**src/dbsp_pkg.sv**
```systemverilog
// Shared types and constants of the detector buffer stream parser.
package dbsp_pkg;

    localparam logic [63:0] SEPARATOR_WORD   = 64'h0000_FFFF_5555_AAAA;
    localparam logic [15:0] CLOSING_LENGTH   = 16'hFFFF;
    localparam int unsigned LENGTH_BIAS      = 21;
    localparam int unsigned WORDS_PER_EVENT  = 3;
    localparam int unsigned FIRST_EVENT_BYTE = 43;
    localparam int unsigned LAST_EVENT_PHASE = 5;
    localparam int unsigned LEN_HI_BYTE      = 0;
    localparam int unsigned LEN_LO_BYTE      = 1;
    localparam int unsigned STAMP_FIRST_BYTE = 12;
    localparam int unsigned STAMP_LAST_BYTE  = 17;
    localparam int unsigned SEPARATOR_BYTES  = 8;

    typedef struct packed {
        logic        is_data_buffer;
        logic [47:0] buffer_timestamp;
        logic [15:0] length_words;
        logic [9:0]  events_seen;
        logic        has_super;
        logic [23:0] run_number;
        logic        overflowed;
    } summary_t;

endpackage

```
**src/dbsp_core.sv**
```systemverilog
// Per-byte buffer state, field capture and separator detection.
module dbsp_core #(
    parameter int BUFFER_BYTES = 2048
) (
    input  logic              clk,
    input  logic              rst_n,
    input  logic              cfg_wr_en,
    input  logic [3:0]        cfg_wr_data,
    input  logic              go,
    input  logic [7:0]        byte_in,
    output logic              summary_fire,
    output dbsp_pkg::summary_t summary
);
    import dbsp_pkg::*;

    localparam int POS_W = $clog2(BUFFER_BYTES + 1);
    localparam logic [POS_W-1:0] POS_LIMIT = POS_W'(BUFFER_BYTES);
    localparam logic [15:0] NEED_INIT = 16'(LENGTH_BIAS + WORDS_PER_EVENT);

    logic [3:0]       channel_reg;
    logic [63:0]      window_reg, window_next;
    logic [POS_W-1:0] pos_reg, pos_next;
    logic [15:0]      len_reg, len_next;
    logic [47:0]      stamp_reg, stamp_next;
    logic [9:0]       evcnt_reg, evcnt_next;
    logic             super_reg, super_next;
    logic [23:0]      run_reg, run_next;
    logic             ovf_reg, ovf_next;
    logic [2:0]       phase_reg, phase_next;
    logic [15:0]      need_reg, need_next;
    logic [2:0]       stamp_off;
    logic [2:0]       stamp_lane;
    logic             is_data;
    logic             match;

    always_comb
    begin
        window_next = {window_reg[55:0], byte_in};
        pos_next    = pos_reg;
        len_next    = len_reg;
        stamp_next  = stamp_reg;
        evcnt_next  = evcnt_reg;
        super_next  = super_reg;
        ovf_next    = ovf_reg;
        phase_next  = phase_reg;
        need_next   = need_reg;
        stamp_off   = 3'(pos_reg - POS_W'(STAMP_FIRST_BYTE));
        stamp_lane  = {stamp_off[2:1], ~stamp_off[0]};

        if (pos_reg < POS_LIMIT)
        begin
            pos_next = pos_reg + POS_W'(1);
            if (pos_reg == POS_W'(LEN_HI_BYTE))
            begin
                len_next[15:8] = byte_in;
            end
            else if (pos_reg == POS_W'(LEN_LO_BYTE))
            begin
                len_next[7:0] = byte_in;
            end
            else if (pos_reg >= POS_W'(STAMP_FIRST_BYTE) &&
                     pos_reg <= POS_W'(STAMP_LAST_BYTE))
            begin
                stamp_next[stamp_lane*8 +: 8] = byte_in;
            end
            else if (pos_reg >= POS_W'(FIRST_EVENT_BYTE))
            begin
                if (phase_reg == 3'(LAST_EVENT_PHASE))
                begin
                    // The event counts when 3*(index+1)+21 fits in the length.
                    phase_next = '0;
                    need_next  = need_reg + 16'(WORDS_PER_EVENT);
                    if (need_reg <= len_reg)
                    begin
                        evcnt_next = evcnt_reg + 10'd1;
                        if (byte_in[3:0] == channel_reg)
                        begin
                            super_next = 1'b1;
                        end
                    end
                end
                else
                begin
                    phase_next = phase_reg + 3'd1;
                end
            end
        end
        else
        begin
            ovf_next = 1'b1;
        end

        match   = (pos_reg >= POS_W'(SEPARATOR_BYTES - 1)) &&
                  (window_next == SEPARATOR_WORD);
        is_data = (len_next != CLOSING_LENGTH);
        run_next = run_reg;
        if (match && is_data && super_next)
        begin
            run_next = run_reg + 24'd1;
        end

        summary.is_data_buffer   = is_data;
        summary.buffer_timestamp = is_data ? stamp_next : '0;
        summary.length_words     = len_next;
        summary.events_seen      = is_data ? evcnt_next : '0;
        summary.has_super        = is_data && super_next;
        summary.run_number       = run_next;
        summary.overflowed       = ovf_next;
        summary_fire             = go && match;

        if (match)
        begin
            pos_next   = '0;
            len_next   = '0;
            stamp_next = '0;
            evcnt_next = '0;
            super_next = 1'b0;
            ovf_next   = 1'b0;
            phase_next = '0;
            need_next  = NEED_INIT;
        end
    end

    always_ff @(posedge clk or negedge rst_n)
    begin
        if (!rst_n)
        begin
            channel_reg <= '0;
            window_reg  <= '0;
            pos_reg     <= '0;
            len_reg     <= '0;
            stamp_reg   <= '0;
            evcnt_reg   <= '0;
            super_reg   <= 1'b0;
            run_reg     <= '0;
            ovf_reg     <= 1'b0;
            phase_reg   <= '0;
            need_reg    <= NEED_INIT;
        end
        else
        begin
            if (cfg_wr_en)
            begin
                channel_reg <= cfg_wr_data;
            end
            if (go)
            begin
                window_reg <= window_next;
                pos_reg    <= pos_next;
                len_reg    <= len_next;
                stamp_reg  <= stamp_next;
                evcnt_reg  <= evcnt_next;
                super_reg  <= super_next;
                run_reg    <= run_next;
                ovf_reg    <= ovf_next;
                phase_reg  <= phase_next;
                need_reg   <= need_next;
            end
        end
    end

    assert property (@(posedge clk) disable iff (!rst_n) pos_reg <= POS_LIMIT)
        else $error("Byte position ran past the buffer capacity.");
    assert property (@(posedge clk) disable iff (!rst_n)
        phase_reg <= 3'(LAST_EVENT_PHASE))
        else $error("Event phase left its range.");
    assert property (@(posedge clk) disable iff (!rst_n)
        summary_fire |=> (pos_reg == '0) && !ovf_reg && !super_reg && (evcnt_reg == '0))
        else $error("Buffer state was not cleared after a summary.");
    assert property (@(posedge clk) disable iff (!rst_n)
        (go && !summary_fire && pos_reg < POS_LIMIT) |=> pos_reg == $past(pos_reg) + POS_W'(1))
        else $error("Byte position did not advance on a stored byte.");

endmodule

```
**src/detector_buffer_stream_parser.sv**
```systemverilog
// Top level of the detector buffer stream parser: input and result registers around the core.
// One byte is accepted per clock cycle while in_stall is low; a byte passes the input register,
// then the parse logic, and its summary, if any, is loaded into the result register. The rate
// is set by the state update in the parse core, which reads and writes all buffer state once
// per byte. A summary transaction is produced on the byte that completes the separator
// 00 00 FF FF 55 55 AA AA; the input stalls only while a summary is held.
module detector_buffer_stream_parser #(
    parameter int BUFFER_BYTES = 2048
) (
    input  logic        clk,
    input  logic        rst_n,
    input  logic        cfg_wr_en,
    input  logic [3:0]  cfg_wr_data,
    input  logic        in_valid,
    output logic        in_stall,
    input  logic [7:0]  data_byte,
    output logic        out_valid,
    input  logic        out_stall,
    output logic        is_data_buffer,
    output logic [47:0] buffer_timestamp,
    output logic [15:0] length_words,
    output logic [9:0]  events_seen,
    output logic        has_super,
    output logic [23:0] run_number,
    output logic        overflowed
);
    import dbsp_pkg::*;

    logic     s1_valid_reg;
    logic [7:0] s1_byte_reg;
    logic     s1_adv;
    logic     in_accept;
    logic     out_valid_reg;
    summary_t out_reg;
    summary_t summary;
    logic     summary_fire;

    assign s1_adv    = !out_valid_reg || !out_stall;
    assign in_stall  = s1_valid_reg && !s1_adv;
    assign in_accept = in_valid && !in_stall;

    dbsp_core #(
        .BUFFER_BYTES(BUFFER_BYTES)
    ) u_core (
        .clk         (clk),
        .rst_n       (rst_n),
        .cfg_wr_en   (cfg_wr_en),
        .cfg_wr_data (cfg_wr_data),
        .go          (s1_valid_reg && s1_adv),
        .byte_in     (s1_byte_reg),
        .summary_fire(summary_fire),
        .summary     (summary)
    );

    always_ff @(posedge clk or negedge rst_n)
    begin
        if (!rst_n)
        begin
            s1_valid_reg  <= 1'b0;
            out_valid_reg <= 1'b0;
        end
        else
        begin
            if (in_accept)
            begin
                s1_valid_reg <= 1'b1;
            end
            else if (s1_adv)
            begin
                s1_valid_reg <= 1'b0;
            end
            if (summary_fire)
            begin
                out_valid_reg <= 1'b1;
            end
            else if (!out_stall)
            begin
                out_valid_reg <= 1'b0;
            end
        end
    end

    always_ff @(posedge clk)
    begin
        if (in_accept)
        begin
            s1_byte_reg <= data_byte;
        end
        if (summary_fire)
        begin
            out_reg <= summary;
        end
    end

    assign out_valid        = out_valid_reg;
    assign is_data_buffer   = out_reg.is_data_buffer;
    assign buffer_timestamp = out_reg.buffer_timestamp;
    assign length_words     = out_reg.length_words;
    assign events_seen      = out_reg.events_seen;
    assign has_super        = out_reg.has_super;
    assign run_number       = out_reg.run_number;
    assign overflowed       = out_reg.overflowed;

    assert property (@(posedge clk) disable iff (!rst_n)
        in_stall |-> (out_valid_reg && out_stall))
        else $error("Input stalled while the result register was free.");
    assert property (@(posedge clk) disable iff (!rst_n)
        summary_fire |-> !(out_valid_reg && out_stall))
        else $error("A summary would overwrite a held transaction.");
    assert property (@(posedge clk) disable iff (!rst_n)
        (out_valid && !is_data_buffer) |->
        (events_seen == '0) && !has_super && (buffer_timestamp == '0))
        else $error("A closing signature carried buffer fields.");

endmodule

```
**config.mk**
```make
export PLATFORM = sky130hd
export DESIGN_NAME = detector_buffer_stream_parser
export DESIGN_NICKNAME = d
export VERILOG_FILES = /design/src/dbsp_pkg.sv /design/src/dbsp_core.sv /design/src/detector_buffer_stream_parser.sv
export SDC_FILE = /design/constraint.sdc
export NUM_CORES = 1
export LEC_CHECK = 0
export ABC_AREA = 1
export BUFFER_PORTS_ARGS = -buffer_cell sky130_fd_sc_hd__buf_2
export CAP_MARGIN = 20
export CORE_ASPECT_RATIO = 1.5
export CORE_MARGIN = 4
export CORE_UTILIZATION = 35
export DETAILED_ROUTE_END_ITERATION = 12
export PLACE_DENSITY = 0.58
export SYNTH_ARGS = -nofsm -noshare
export SYNTH_HDL_FRONTEND = slang
export SYNTH_SLANG_ARGS = --single-unit
export TNS_END_PERCENT = 30
```
**constraint.sdc**
```tcl
create_clock -name clk -period 7.8 [get_ports clk]
set_clock_uncertainty 0.15 [all_clocks]
set_input_delay 0.78 -clock clk [delete_from_list [all_inputs] [get_ports clk]]
set_output_delay 0.78 -clock clk [all_outputs]
set_load 0.005 [all_outputs]
```
== Word level (Yosys, flattened, before mapping) ==
Cells that the tools add are included.
W data, S select, Z words.

* Add/subtract/negate cells: 7
* $lt $le $gt $ge: 6
* Equal/unequal tests: 9
* Shift-type cells: 2
* Multiplexer cells: 51
* Bitwise operators: 1
* Reduce and logical (&&, ||, !) cells: 22

{| class="wikitable"
|+ Operators by type and width
! operator !! count
|-
| $mux W48 || 5
|-
| $mux W16 || 9
|-
| $mux W10 || 8
|-
| $eq A64 B48 Y1 const B || 1
|-
| $bwmux W48 || 1
|-
| $shift A8 B34 Y48 const A || 1
|-
| $shiftx A8 B34 Y48 || 1
|-
| $neg A6 Y34 || 1
|-
| $add A24 B1 Y24 const B || 1
|-
| $mux W12 || 2
|-
| $mux W24 || 1
|-
| $mux W8 || 3
|-
| $mux W3 || 7
|-
| $add A16 B2 Y16 const B || 1
|-
| $le A16 B16 Y1 || 1
|-
| $ne A16 B16 Y1 const B || 1
|-
| $mux W1 || 15
|-
| $add A12 B1 Y12 const B || 1
|-
| $eq A12 B1 Y1 const B || 1
|-
| $ge A12 B3 Y1 const B || 1
|-
| $ge A12 B4 Y1 const B || 1
|-
| $ge A12 B6 Y1 const B || 1
|-
| $le A12 B5 Y1 const B || 1
|-
| $logic_not A12 Y1 || 1
|-
| other kinds (15) || 32
|}

* Register bits after elaboration: 302
* Input bits: 17
* Output and inout bits: 103
* Word-level logic and storage cells: 119

== Logic depth before layout (Yosys ltp) ==
Gate-level depths: netlist of the first run.

* Depth after elaboration: 11
* Depth in mapped cells: 19
* Depth with buffers taken out: 17

== Hierarchy ==
A second synthesis of the first run with hierarchy kept.

* Cell total of the unflattened synthesis: 1,662
* Area total of the unflattened synthesis: 14,876.8 µm²

{| class="wikitable"
|+ By module, submodules not included
! module !! instances !! cells an instance !! area an instance (µm²) !! seq. area each (µm²)
|-
| dbsp_core || 1 || 1,543 || 11,508.5 || 4,782.1
|-
| detector_buffer_stream_parser || 1 || 119 || 3,368.2 || 3,323.2
|}

== Worst setup path before layout of the first run ==
OpenSTA, ideal clock, no wires.

* Path kind: reg-to-reg
* Start point: register s1_byte_reg[2]
* End point: register u_core.phase_reg[2]
* Setup time: 128 ps
* Data arrival time: 6,082 ps
* Data required time: 7,522 ps
* Setup slack: 1,441 ps
* Cell stages (with the launch flop): 10
* Buffers on the path: 1
* Clock period less this slack: 6,359 ps
* Path through: edfxtp_1 > clkbuf_1 > nor4_1 > nand4_1 > nor2_1 > nand3_1 > nor2_1 > inv_1 > o31ai_1 > a21oi_1

* Cells in the longest elaborated chain, start to end: 4
* Elaborated cells between the ends (all ways): 9
* Those cells by class: 4 x eq/ne; 1 x mux; 4 x reduce/logical

{| class="wikitable"
|+ Ends and longest elaborated chain
! element !! RTL line !! text
|-
| start: declaration || detector_buffer_stream_parser.sv:30 || <nowiki>logic [7:0] s1_byte_reg;</nowiki>
|-
| start signal: assignment || detector_buffer_stream_parser.sv:87 || <nowiki>s1_byte_reg <= data_byte;</nowiki>
|-
| $eq A64 B48 Y1 (*) || dbsp_core.sv:94 || <nowiki>(window_next == SEPARATOR_WORD);</nowiki>
|-
| $logic_and A1 B1 Y1 (*) || dbsp_core.sv:93 || <nowiki>match = (pos_reg >= POS_W'(SEPARATOR_BYTES - 1)) &&</nowiki>
|-
| $ne A2 B1 Y1 (no source line) / $reduce_bool A2 Y1 (equally long branches) || -- ||
|-
| $reduce_and A6 Y1 (no source line) || -- ||
|-
| end signal: assignment || dbsp_core.sv:156 || <nowiki>phase_reg <= phase_next;</nowiki>
|-
| end: declaration || dbsp_core.sv:29 || <nowiki>logic [2:0] phase_reg, phase_next;</nowiki>
|}

Every way passes the cells marked *; elsewhere a longest branch is shown, timed or not.
A chain may end at the register's enable or synchronous reset.

==> flow_summary.toml, run 1 <==
[status]
status = "complete, no violations"

[placed_design]
portBuffers = 119
dp_slack_ns = 3.963
gp_congestion = 0.8579
hpwl_mm = 27.46

[power]
leakage_nw = 8.535
pwr-share-clk_pct = 44.7
internal_power_mw = 2.794
power_switching_uw = 890.7
ir_drop_mv = 0.1679
pwr-share-comb_pct = 7.4
total_power_mw = 3.685
netSwitchingFraction_pct = 24.17
p_seq_share_pct = 47.9
pwr_density_cell_nw_per_um2 = 215.2

[cells_and_area]
final_nets = 1823
drive_gt1_share_pct = 13.85
syn_to_final_growth_pct = 15.05
diodes = 0
utilization_pct = 40.77
largest_reg_flops = 56

[yosys]
ys_ff_latch = 302
synth_nets = 1727
avgSynthCellArea_um2 = 8.840
synthesis.area_um2 = 14890
synth_warnings = 0
synth_cell_types = 48
synth_enable_flop_cells = 109
async_reset_ff_share_pct = 63.91
synth_cells = 1684
synthFlopType = "dfrtp_1"
yosysSeqAreaShare_pct = 54.45

[floorplan]
die_x_um = 176.4
rows = 92
core_area_um2 = 42020
start_util_pct = 35.43
ios = 120
die_h_um = 260.6
die-area_um2 = 45960

[sta]
fin_setup_tns_ns = 0
setup_ws_ns = 3.869
rsz0062_at_grt = "no"
fmax_mhz = 254.4
fin_crit_sh_pct = 50.39
worstMarginPinSlew_ns = 0.9575
slew_headroom_pct = 36.01
setup_viol = 0
fin_crit_ns = 3.931
hold_viol_final = 0
slew_viol_final = 0
whs_ns = 0.05613

[clock_tree]
cts_buffers = 31
cts_sinks = 302
cts_setup_buffers = 0
cts_tree = "done"
cts_root_buf = "clkbuf_16"
hold_buffers = 0
max-clock-path-buffers = 3
htreeDepth = 1
clkLatencyLatePin_ns = 0.58
postCtsResizedCells = 0
clk_pin_slew_ns = 0.07

[grt]
antenna_found_initial = 0
overflow = 0
grt_use_total_pct = 16.77
grt_start_max_net_pins = 82
grt_pass1_vias = 11440
grt_pass1_wl_mm = 62.33

[min_path]
hold_class = "input pin to async pin"

[setup_path]
crit_family = "simple AND/OR/NAND/NOR gates"
crit_buf_inv = 2
slowest_stage = "dfrtp_1"
slowest_delay_ns = 0.69
cp_common_cell = "nand2_2"
crit_path_max_fanout = 28
worst-endpoint-arrival_ns = 4.11
end_kind = "flop"
crit_chain = "inv_1 > ha_1 > nand2_1 > inv_2 > nand2_4 > nand3_1 > nor2_1 > nand2_1 > nand2_2 > nand3_4 > nand2_2 > nand2_2"
crit_type = "flop to flop"
cp.required_ns = 7.98
start_kind = "flop"

[route]
viasPerCell = 4.904
drc_errors = 0
drtPass1Iterations = 4
vias = 11620
wl_per_cell_um = 16.55
drtAntennaViolNets = 0
routed_wl_mm = 39.20
drtIter0Drc = 724

[flow_run]
max-cap-violations = 0
==> power by group through the flow <==
stage | Sequential [mW] | Clock [mW] | Combinational, mW
5_1_grt | 1.77 | 1.75 | 0.316
4_1_cts | 1.77 | 1.69 | 0.277
6_report | 1.77 | 1.65 | 0.272
3_3_place_gp | 1.79 | 0 | 0.270
3_5_place_dp | 1.80 | 0 | 0.275
2_1_floorplan | 1.78 | 0 | 0.186
==> cell usage in the layout, fill, tap and decap left out, drive strengths merged, types with 21 or more instances in the layout <==
master,Yosys,layout
o21ai,151,151
xor2,30,30
nand4,60,60
nor2,87,87
nand2,483,483
clkbuf,44,41
buf,20,126
nor4,22,22
ha,26,26
inv,244,249
dfrtp,191,191
nor3,30,30
edfxtp,109,109
a21oi,21,21
nand3,74,74
==> worst register-to-register path, cell delays in order, from the launching register on <==
cell,delay [ns]
dfrtp_1,0.69
inv_1,0.41
ha_1,0.32
nand2_1,0.20
inv_2,0.12
nand2_4,0.16
nand3_1,0.20
nor2_1,0.17
nand2_1,0.08
nand2_2,0.47
nand3_4,0.48
nand2_2,0.18
nand2_2,0.07
==> cells in the mapped netlist, types with 21 or more instances <==
cell      instances  area, um2
nand3_1          71      355.3
edfxtp_1        109       3273
clkbuf_1         44      165.2
ha_1             26      325.3
nand2_2          43      269.0
nor3_1           30      150.1
nand2_1         439       1648
a21oi_1          21      105.1
nand4_1          59      369.1
inv_1           241      904.6
xor2_1           30      262.8
dfrtp_1         191       4780
nor2_1           80      300.3
nor4_1           22      137.6
o21ai_0         138      690.7
==> worst paths after layout <==
kind / slack [ns] / cells after the start / startpoint / endpoint
worst max-delay path: 3.87 / 12 / u_core.pos_reg[0] / run_number[22]
worst min-delay path: 0.06 / 1 / rst_n / u_core.run_reg[11]
worst max register to register: 3.87 / 12 / u_core.pos_reg[0] / run_number[22]
worst min register to register: 0.33 / 2 / u_core.window_reg[42] / u_core.window_reg[42]
max in group asynchronous: 6.11 / 2 / rst_n / u_core.stamp_reg[28]
min in group clk: 0.23 / 1 / data_byte[0] / s1_byte_reg[0]
==> final cells by class <==
type	count	area [um2]
fill	4201	24890
sequential	302	8105
multi-input combinational	1072	5573
inverter	246	923.4
clock buffer	40	914.6
tap	564	705.7
timing repair buffer	127	676.9
clock inverter	18	229.0
==> cells by family (layout without fill, tap and decap cells) <==
kind of cell	after synthesis	count (layout)	synth area share, %
buffers and inverters	310	431	8.237
AO/OA/AOI/OAI	235	235	9.237
XOR/XNOR	48	48	2.824
AND/OR/NAND/NOR	759	759	22.77
adder cells (fa/ha/maj)	26	26	2.185
multiplexers	4	4	0.3026
flip-flops	302	302	54.45
==> metal layers <==
metal  GRT usage (%)  up-vias  routed length, um
met5               0        -                  0
met4           5.333        0               1202
met3           1.971       72               1562
met2           29.39      247              19620
met1           21.69     5589              16810
li1                -     5709                  -
==> stage by stage <==
step / instances / instance area (um2)
finish: 2369 / 17130
global route: 2369 / 17130
CTS: 2369 / 17130
detailed placement: 2311 / 15980
global placement: 2311 / 15980
floorplan: 1684 / 14890
No activity file was read; power rests on OpenSTA's default activity.
==> run 2: changes to the inputs <==
--- a/config.mk
+++ b/config.mk
@@ -5,14 +5,14 @@
 export SDC_FILE = /design/constraint.sdc
 export NUM_CORES = 1
 export LEC_CHECK = 0
-export ABC_AREA = 1
+export ABC_AREA = 0
 export BUFFER_PORTS_ARGS = -buffer_cell sky130_fd_sc_hd__buf_2
 export CAP_MARGIN = 20
 export CORE_ASPECT_RATIO = 1.5
 export CORE_MARGIN = 4
 export CORE_UTILIZATION = 35
 export DETAILED_ROUTE_END_ITERATION = 12
-export PLACE_DENSITY = 0.58
+export PLACE_DENSITY = 0.6
 export SYNTH_ARGS = -nofsm -noshare
 export SYNTH_HDL_FRONTEND = slang
 export SYNTH_SLANG_ARGS = --single-unit
==> constraint.sdc (replaced) <==
create_clock -name clk -period 3.5 [get_ports clk]
set_clock_uncertainty 0.15 [all_clocks]
set_input_delay 0.35 -clock clk [delete_from_list [all_inputs] [get_ports clk]]
set_output_delay 0.35 -clock clk [all_outputs]
set_load 0.005 [all_outputs]
==> flow_summary.toml, run 2 <==
[status]
status = "complete, no violations"

[clock_tree]
htreeDepth = 1
max-clock-path-buffers = 3
cts_sinks = 302
clk_pin_slew_ns = 0.07
postCtsResizedCells = 0
cts_buffers = 30
cts_root_buf = "clkbuf_16"
cts_tree = "done"
clkLatencyLatePin_ns = 0.57
hold_buffers = 20
cts_setup_buffers = 0

[grt]
grt_start_max_net_pins = 97
grt_pass1_vias = 10460
grt_use_total_pct = 16.14
grt_pass1_wl_mm = 56.83
overflow = 0
antenna_found_initial = 0

[cells_and_area]
ff_latch_area_um2 = 8105
diodes = 0
final_nets = 1530
final_common_cell = "nand2_1"
largest_reg_flops = 56
fill_cells = 3843
multi_input_area_um2 = 5609
drive_gt1_share_pct = 17.35
mostFrequentLayoutCells = "267 x nand2_1, 191 x dfrtp_1, 118 x buf_2"
syn_to_final_growth_pct = 17.99

[placed_design]
gp_congestion = 0.8408
hpwl_mm = 23.96
portBuffers = 119
dp_slack_ns = 0.2327

[power]
leakage_nw = 7.465
total_power_mw = 7.731
p_seq_share_pct = 50.3
netSwitchingFraction_pct = 23.37
pwr-share-comb_pct = 6.3
ir_drop_mv = 0.2840
power_switching_mw = 1.806
pwr-share-clk_pct = 43.4
pwr_density_cell_nw_per_um2 = 463.7
internal_power_mw = 5.925

[yosys]
synth_warnings = 0
synth_nets = 1398
ys_ff_latch = 302
async_reset_ff_share_pct = 63.91
synth_area_leaders = "dfrtp_1 34%, edfxtp_1 23%, nand2_1 7.1%"
synth_top_cell_by_area = "dfrtp_1"
synthFlopType = "dfrtp_1"
avgSynthCellArea_um2 = 10.43
yosysSeqAreaShare_pct = 57.36
synthesis.area_um2 = 14130
synth_enable_flop_cells = 109
synth_top_cell_area_share_pct = 33.83
synth_common_cells = "268 x nand2_1, 191 x dfrtp_1, 114 x nor2_1, 109 x edfxtp_1, 66 x xnor2_1"
synth.most_common_cell = "nand2_1"
synth_cell_types = 67
synth_cells = 1355

[route]
routed_wl_mm = 35.80
vias = 10530
drtAntennaViolNets = 0
viasPerCell = 5.240
drtPass1Iterations = 5
drc_errors = 0
drtIter0Drc = 854
wl_per_cell_um = 17.81

[floorplan]
core_area_um2 = 39640
die-area_um2 = 43720
rows = 89
ios = 120
die_h_um = 254.1
die_x_um = 172.1
start_util_pct = 35.64

[sta]
fin_crit_ns = 3.300
slew_headroom_pct = 43.59
fmax_mhz = 303.1
fin_crit_sh_pct = 94.28
fin_setup_tns_ns = 0
hold_viol_final = 0
worstMarginPinSlew_ns = 0.8461
setup_ws_ns = 0.2003
setup_viol = 0
whs_ns = 0.2954
rsz0062_at_grt = "no"
slew_viol_final = 0

[setup_path]
r2r_end = "run_number[19]"
crit_family = "simple AND/OR/NAND/NOR gates"
crit_type = "flop to flop"
cp.required_ns = 3.66
start_kind = "flop"
crit_chain = "inv_1 > ha_1 > a21o_1 > nand3_1 > a21oi_1 > or4b_2 > o21ai_2 > buf_4 > nor4b_2 > xor2_1"
worst-endpoint-arrival_ns = 3.46
rr_worst_depth = 10
crit_path_max_fanout = 23
slowest_delay_ns = 0.84
end_kind = "flop"
r2r-start = "u_core.len_reg[9]"
r2r_slack_ns = 0.20
slowest_stage = "or4b_2"
crit_buf_inv = 2

[flow_run]
max-cap-violations = 0

[min_path]
hold_class = "input pin to async pin"
## run 2: how the worst max path moves through the flow
stage | start | end | slack (ns) | cells after the start
finish | u_core.len_reg[9] | run_number[19] | 0.20 | 10
floorplan | u_core.window_reg[40] | buffer_timestamp[0] | 0.17 | 8
global route | u_core.len_reg[9] | run_number[20] | 0.07 | 10
detailed placement | u_core.len_reg[9] | run_number[19] | 0.23 | 10
CTS | u_core.len_reg[9] | events_seen[9] | 0.20 | 10
global placement | u_core.len_reg[9] | events_seen[9] | 0.24 | 10
## run 2: logic make-up (layout without fill, tap and decap cells)
kind of cell	Yosys count	in the layout	synth area share [%]
simple gates	605	605	20.30
flops	302	302	57.36
compound gates	210	210	10.39
buf+inv	112	267	3.143
xor+xnor	74	74	4.587
fa+ha+maj	26	26	2.302
mux	26	26	1.922
## run 2: power by group through the flow
stage	Sequential, mW	Clock [mW]	Combinational (mW)
after floorplan	3.93	0	0.285
after global placement	3.95	0	0.456
after detailed placement	3.96	0	0.468
after CTS	3.89	3.46	0.492
after global routing	3.90	3.59	0.544
final	3.89	3.36	0.484
## run 2: metrics by stage
stage | cells | utilization (%) | cell area, um2
6_report | 2010 | 42.06 | 16670
5_1_grt | 2010 | 42.06 | 16670
3_5_place_dp | 1935 | 38.95 | 15440
2_1_floorplan | 1355 | - | 14140
3_3_place_gp | 1935 | 38.95 | 15440
4_1_cts | 2010 | 42.06 | 16670
## run 2: area by class of cell
type,instances,area share [%]
Multi-Input combinational cell,941,33.64
Sequential cell,302,48.62
Tap cell,500,3.752
Timing Repair Buffer,181,7.092
Clock inverter,9,0.6454
Inverter,31,0.7129
Clock buffer,46,5.538
## run 2: per-layer routing
| layer | wire length [um] | up-vias | part of all wire, % | global-route usage [%] |
|---|---|---|---|---|
| met5 | 0 | - | 0 | 0 |
| met2 | 18520 | 238 | 52 | 28.65 |
| met3 | 1548 | 56 | 4.3 | 2.241 |
| li1 | - | 5043 | - | - |
| met4 | 815 | 0 | 2.3 | 4.562 |
| met1 | 14910 | 5196 | 42 | 20.45 |
